<file path="src/hw/rtl/flp_div.sv">
// ----------------------------------------------------------------------------
// flp_div: shared unsigned divider
// Restoring division, one quotient bit per cycle; done pulses once the
// quotient is complete.
// ----------------------------------------------------------------------------
module flp_div #(
   parameter int W = 35
) (
   input  logic         clock,
   input  logic         reset,
   input  logic         start,
   input  logic [W-1:0] dividend,
   input  logic [W-1:0] divisor,
   output logic         done,
   output logic [W-1:0] quotient
);

   localparam int CNT_W = $clog2(W + 1);

   logic             busy_ff;
   logic             done_ff;
   logic [CNT_W-1:0] cnt_ff;
   logic [W-1:0]     rem_ff;
   logic [W-1:0]     quo_ff;
   logic [W-1:0]     den_ff;

   logic [W:0]   shifted;
   logic [W:0]   trial;
   logic         fits;
   logic [W-1:0] rem_in;

   always_comb begin
      shifted = {rem_ff, quo_ff[W-1]};
      trial   = shifted - {1'b0, den_ff};
      fits    = shifted >= {1'b0, den_ff};
      rem_in  = fits ? trial[W-1:0] : shifted[W-1:0];
   end

   always_ff @(posedge clock) begin
      if (reset) begin
         busy_ff <= 1'b0;
         done_ff <= 1'b0;
         cnt_ff  <= '0;
      end else begin
         done_ff <= 1'b0;
         if (start) begin
            busy_ff <= 1'b1;
            cnt_ff  <= CNT_W'(W);
         end else if (busy_ff) begin
            cnt_ff <= cnt_ff - CNT_W'(1);
            if (cnt_ff == CNT_W'(1)) begin
               busy_ff <= 1'b0;
               done_ff <= 1'b1;
            end
         end
      end
   end

   always_ff @(posedge clock) begin
      if (start) begin
         rem_ff <= '0;
         quo_ff <= dividend;
         den_ff <= divisor;
      end else if (busy_ff) begin
         rem_ff <= rem_in;
         quo_ff <= {quo_ff[W-2:0], fits};
      end
   end

   assign done     = done_ff;
   assign quotient = quo_ff;

endmodule

</file>
<file path="config.mk">
export PLATFORM = sky130hd
export DESIGN_NAME = flp_div
export DESIGN_NICKNAME = d
export VERILOG_FILES = /design/src/hw/rtl/flp_div.sv
export SDC_FILE = /design/constraint.sdc
export NUM_CORES = 1
export LEC_CHECK = 0
export BUFFER_PORTS_ARGS = -buffer_cell sky130_fd_sc_hd__buf_4
export CAP_MARGIN = 40
export CORE_MARGIN = 3
export CORE_UTILIZATION = 55
export DETAILED_ROUTE_END_ITERATION = 7
export PLACE_DENSITY = 0.81
export SYNTH_ARGS = -nofsm -noshare
export SYNTH_HDL_FRONTEND = slang
export SYNTH_SLANG_ARGS = --single-unit
export TNS_END_PERCENT = 5
</file>
<file path="constraint.sdc">
create_clock -name clock -period 4.85 [get_ports clock]
set_input_delay 1.2125 -clock clock [delete_from_list [all_inputs] [get_ports clock]]
set_output_delay 1.2125 -clock clock [all_outputs]
set_load 0.01 [all_outputs]
</file>
==> impl_metrics.ini, run 1 <==
[place]
place_ws_ns = 1.34
place_congestion = 0.943
hpwl_mm = 10.1
numPortBuffers = 108

[routing]
routed-via-count = 4981
ant_nets = 0
drc = 0
drtIter0Drc = 259
wl_mm = 14.1
drtPass1Iterations = 5
viasPerCell = 5.74
wl_per_cell_um = 16.3

[cts]
postCtsSetupBuffers = 0
cts-root-buf = clkbuf_16
path_clk_slew_ns = 0.06
cts_resized = 0
postCtsHoldBufs = 0
cts_buffer_depth = 2
cts_buffers = 17
insertion_delay_ns = 0.42
cts_max_level = 4
clock-sinks = 113
cts_tree = yes

[worst_setup_path]
crit_start = quotient[34]$_DFFE_PP_
cp-start-kind = register
r2r-start = quotient[34]$_DFFE_PP_
cp.required_ns = 5.13
r2r_slack_ns = 1.28
r2r-end = rem_ff[31]$_SDFFE_PP0P_
end_kind = register
critPathMaxFanout = 28
crit_type = register to register
crit_arrival_ns = 3.85
r2r_cells = 12

[pwr]
p_leak_nw = 3.41
p_per_area_nw_per_um2 = 372
vdd_drop_max_uv = 285

[sta]
tns_ns = 0
finalClockSkew_ns = 0.0110
setup_violations = 0
whs_ns = 0.496
final.setup.worst_slack_ns = 1.28
maxSlewHeadroom_pct = 52.5
max_freq_ghz = 0.280
post-route-period-util_pct = 73.7
tightest_slew_ns = 0.713
hold_violations = 0
fin_crit_ns = 3.57
finalMaxSlewViolations = 0
rsz0062_at_grt = no

[grt]
grt-ovfl-total = 0
antenna_found_initial = 0
grt_usage_pct = 22.5
grt_pass1_wl_mm = 23.2
grt_max_degree = 60
grt_pass1_vias = 5003

[status]
status = completed

[floorplan]
ios = 109
die_w_um = 113
start_util_pct = 57.4
die-height_um = 113
coreArea_um2 = 11000
num_rows = 38
die-area_um2 = 12800

[synthesis]
synth_edf_count = 70
ys_ff_latch = 113
synthArstFlopShare_pct = 0
ys_seq_area_share_pct = 46.8
syn-cell-area_um2 = 6340
synthCells = 615
yosysWarnings = 0
synth.distinct_cells = 64
synth.net_count = 726
yosys_most_used_dff = edfxtp_1
syn_avg_cell_area_um2 = 10.3

[hold_path]
min_path_cells = 2
min_to = rem_ff[6]$_SDFFE_PP0P_
timing.hold.worst.start = rem_ff[6]$_SDFFE_PP0P_
hold_path.class = register to register

[final_layout]
areaGrowthSynthToFinish_pct = 23.4
diodes = 0
num-nets-final = 826
drive_gt1_share_pct = 25.7

[flow_run]
drv_cap = 0
-- metal layers --
layer  up-vias  track usage [%]  routed length (µm)
met5         -                0                   0
met4         0             8.97                 297
met3        26             6.04                 719
met2       144             38.0                7140
met1      2358             27.4                5970
li1       2453                -                   -
-- where the power goes --
group          total [mW]  internal, mW  switching [mW]
sequential           1.15          1.11          0.0428
clock                1.23         0.796           0.429
combinational       0.530         0.245           0.285
total                2.91          2.15           0.757
-- layout by cell type, fill, tap and decap left out, drive strengths merged, types with 24 or more instances in the layout --
cell type / n
inv: 42
edfxtp: 70
nand2: 31
dfxtp: 43
ha: 37
buf: 113
o21ai: 26
mux2: 34
a211oi: 24
a21oi: 49
nor2: 56
-- cell usage after synthesis, types with 6 or more instances --
master,instances,area (µm²)
mux2i_1,10,100
xnor2_1,21,184
nor3_1,8,40.0
nand2_1,31,116
o21ai_0,19,95.1
mux2_2,34,383
nand4_1,9,56.3
buf_2,10,50.1
nor2_1,56,210
a21o_1,17,128
edfxtp_1,70,2100
nor2b_1,7,43.8
ha_1,37,463
o21ai_1,6,30.0
xor2_1,12,105
inv_1,42,158
a211oi_1,24,180
dfxtp_1,43,861
a31oi_1,8,50.1
a21oi_1,46,230
nand3_1,10,50.1
clkbuf_1,19,71.3
-- stage by stage --
stage	instances	power, mW	instance area (µm²)	util (%)
3_3_place_gp	835	1.68	7220	65.5
2_1_floorplan	615	1.51	6340	-
3_5_place_dp	836	1.69	7230	65.6
4_1_cts	868	2.93	7820	70.9
5_1_grt	868	3.04	7820	70.9
6_report	868	2.91	7820	70.9
-- worst max-delay path by stage --
stage | endpoint | slack (ns) | cells past startpoint
global route | rem_ff[27]$_SDFFE_PP0P_ | 0.98 | 12
finish | rem_ff[31]$_SDFFE_PP0P_ | 1.28 | 12
detailed placement | rem_ff[31]$_SDFFE_PP0P_ | 1.34 | 12
floorplan | quotient[0]$_DFFE_PP_ | 2.06 | 4
global placement | rem_ff[32]$_SDFFE_PP0P_ | 1.44 | 12
CTS | rem_ff[31]$_SDFFE_PP0P_ | 1.29 | 12
-- kinds of logic after synthesis --
| logic type | share of synthesized area, % |
|---|---|
| mux | 7.62 |
| flops | 46.8 |
| buf+inv | 4.76 |
| fa+ha+maj | 7.62 |
| compound gates | 17.0 |
| xor+xnor | 4.56 |
| simple gates | 11.6 |
-- critical path, cell delays in order (launching register included) --
cell	delay, ns
edfxtp_1	0.41
inv_1	0.08
ha_1	0.19
fa_1	0.21
nor2b_1	0.07
o2111ai_1	0.27
a21oi_1	0.14
o31ai_2	0.27
o21ai_1	0.20
a31oi_4	0.64
buf_4	0.41
nand2b_1	0.36
o21ai_0	0.16
-- final cells by class --
type / instances / area, µm²
tap: 140 / 175
inverter: 42 / 158
timing repair buffer: 113 / 848
clock buffer: 23 / 479
fill: 823 / 3210
multi-input combinational: 428 / 3090
sequential: 113 / 2960
clock inverter: 9 / 106
-- flip-flops by register name, summed over array words and instances (netlist names) --
register / cells
busy_ff: 1
cnt_ff: 6
den_ff: 35
done: 1
quotient: 35
rem_ff: 35
Note: power is estimated with default switching activity, not from simulation.
==> inputs of run 2 (changes only) <==
--- a/config.mk
+++ b/config.mk
@@ -8,9 +8,9 @@
 export BUFFER_PORTS_ARGS = -buffer_cell sky130_fd_sc_hd__buf_4
 export CAP_MARGIN = 40
 export CORE_MARGIN = 3
-export CORE_UTILIZATION = 55
+export CORE_UTILIZATION = 51
 export DETAILED_ROUTE_END_ITERATION = 7
-export PLACE_DENSITY = 0.81
+export PLACE_DENSITY = 0.79
 export SYNTH_ARGS = -nofsm -noshare
 export SYNTH_HDL_FRONTEND = slang
 export SYNTH_SLANG_ARGS = --single-unit
==> constraint.sdc (replaced) <==
create_clock -name clock -period 2.9 [get_ports clock]
set_input_delay 0.725 -clock clock [delete_from_list [all_inputs] [get_ports clock]]
set_output_delay 0.725 -clock clock [all_outputs]
set_load 0.01 [all_outputs]
==> run 2 against run 1 <==
Sequential share of layout area is 1.4 points lower; wire length up 5.3%; cell area grew 3.7%; final cell count is 5.2% higher; first-iteration DRC count rose by 43%; via count rose by 2.2%; register-to-register slack lost 1.2 ns; die area is 7.4% higher; clock power up 71%; core utilization decreased by 3.6 points; worst setup slack lost 1.2 ns; power increased by 72%; critical endpoint is now rem_ff[33]$_SDFFE_PP0P_.
==> impl_metrics.ini, run 2 (synthesis gave the netlist of run 1 again) <==
[routing]
ant_nets = 0
viasPerCell = 5.58
routed-via-count = 5090
drc = 0
wl_per_cell_um = 16.3
drtIter0Drc = 371
drtPass1Iterations = 5
wl_mm = 14.9

[final_layout]
diodes = 0
final_common_cell = buf_4
fill_cells = 933
final_cell_mix = buf_4, edfxtp_1, nor2_1
instances_no_fill = 913
drive_gt1_share_pct = 29.1
areaGrowthSynthToFinish_pct = 28.0
num-nets-final = 843

[sta]
post-route-period-util_pct = 97.9
finalMaxSlewViolations = 0
setup_violations = 0
fin_crit_ns = 2.84
maxSlewHeadroom_pct = 48.7
tightest_slew_ns = 0.770
finalClockSkew_ns = 0.00909
hold_violations = 0
rsz0062_at_grt = yes
max_freq_ghz = 0.352

[grt]
grt_pass1_vias = 5122
grt_pass1_wl_mm = 24.3
grt_usage_pct = 21.7
antenna_found_initial = 0
grt_max_degree = 68
grt-ovfl-total = 0

[worst_setup_path]
cp-start-kind = register
critPathMaxFanout = 5
cp.required_ns = 3.20
crit_type = register to register
end_kind = register
crit_arrival_ns = 3.14

[floorplan]
coreArea_um2 = 12100
die-area_um2 = 13800
start_util_pct = 52.5
die_w_um = 117
die-height_um = 117
num_rows = 40
ios = 109

[hold_path]
hold_path.class = input port to register

[pwr]
p_per_area_nw_per_um2 = 616
vdd_drop_max_uv = 478
p_leak_nw = 3.51
total_power_mw = 4.99

[place]
hpwl_mm = 10.5
numPortBuffers = 108
dp.cells = 880
place_congestion = 0.908

[cts]
insertion_delay_ns = 0.41
cts_max_level = 4
cts_buffer_depth = 2
postCtsHoldBufs = 0
cts_tree = yes
path_clk_slew_ns = 0.06
clock-sinks = 113
cts_buffers = 17
cts-root-buf = clkbuf_16

[flow_run]
drv_cap = 0

[status]
status = completed
-- run 2: cell count changes in the layout (fill, tap and decap cells not counted), moves of 3 or more --
| cell | before | now |
|---|---|---|
| buf_4 | 113 | 128 |
| a21oi_1 | 46 | 42 |
| a21oi_2 | 3 | 7 |
| clkbuf_1 | 4 | 1 |
| clkinv_1 | 0 | 3 |
| clkinv_4 | 1 | 4 |
-- run 2: final timing paths --
path                        endpoint  cells after the start                    from  slack (ns)
max          rem_ff[33]$_SDFFE_PP0P_                     11     den_ff[4]$_DFFE_PP_        0.06
max reg2reg  rem_ff[33]$_SDFFE_PP0P_                     11     den_ff[4]$_DFFE_PP_        0.06
min             den_ff[30]$_DFFE_PP_                      1             divisor[30]        0.48
min reg2reg   rem_ff[6]$_SDFFE_PP0P_                      2  rem_ff[6]$_SDFFE_PP0P_        0.50
-- run 2: per-stage QoR --
step	TNS (ns)	instance area, µm²	setup WS (ns)	util (%)	hold slack [ns]
finish	0	8110	0.0606	67.2	0.485
global route	-0.102	8110	-0.0423	67.2	0.461
CTS	-0.0805	8010	-0.0309	66.4	0.470
detailed placement	-0.0215	7410	-0.0215	61.4	0.492
global placement	0	7410	0.0476	61.4	0.487
floorplan	0	6340	0.181	-	0.461
-- run 2: area by class of cell --
type	instances	area, µm²	share of cell area (%)
Clock buffer	18	429	5.29
Clock inverter	14	165	2.04
Inverter	42	158	1.94
Multi-Input combinational cell	428	3180	39.2
Sequential cell	113	2960	36.5
Tap cell	168	210	2.59
Timing Repair Buffer	130	1000	12.3
-- run 2: timing repair --
item,4_1_cts,5_1_grt
gates resized for setup,2,17
pin swaps,0,5
buffers inserted,0,0
hold endpoints to repair,0,0
setup endpoints to repair,9,35
cloned,0,0
-- run 2: where the power goes --
group / leakage, nW / switching [mW] / total, mW / internal [mW]
Combinational: 2.18 / 0.512 / 0.963 / 0.451
Sequential: 1.05 / 0.0754 / 1.93 / 1.86
Clock: 0.283 / 0.754 / 2.10 / 1.35
-- run 2: critical path, cell delays in order (launching register included) --
cell and delay [ns]:
edfxtp_1 0.39, inv_2 0.08, ha_4 0.22, a21o_1 0.23, a31oi_4 0.17, a21o_1 0.21, o211ai_4 0.12, and3_4 0.18
or3b_4 0.41, and3_4 0.19, or3_1 0.30, a31o_1 0.22
-- run 2: metal layers --
metal | GRT usage (%) | wire, µm
met4 | 8.28 | 363
met2 | 36.8 | 7480
met5 | 0 | 0
met3 | 5.81 | 633
met1 | 26.5 | 6400
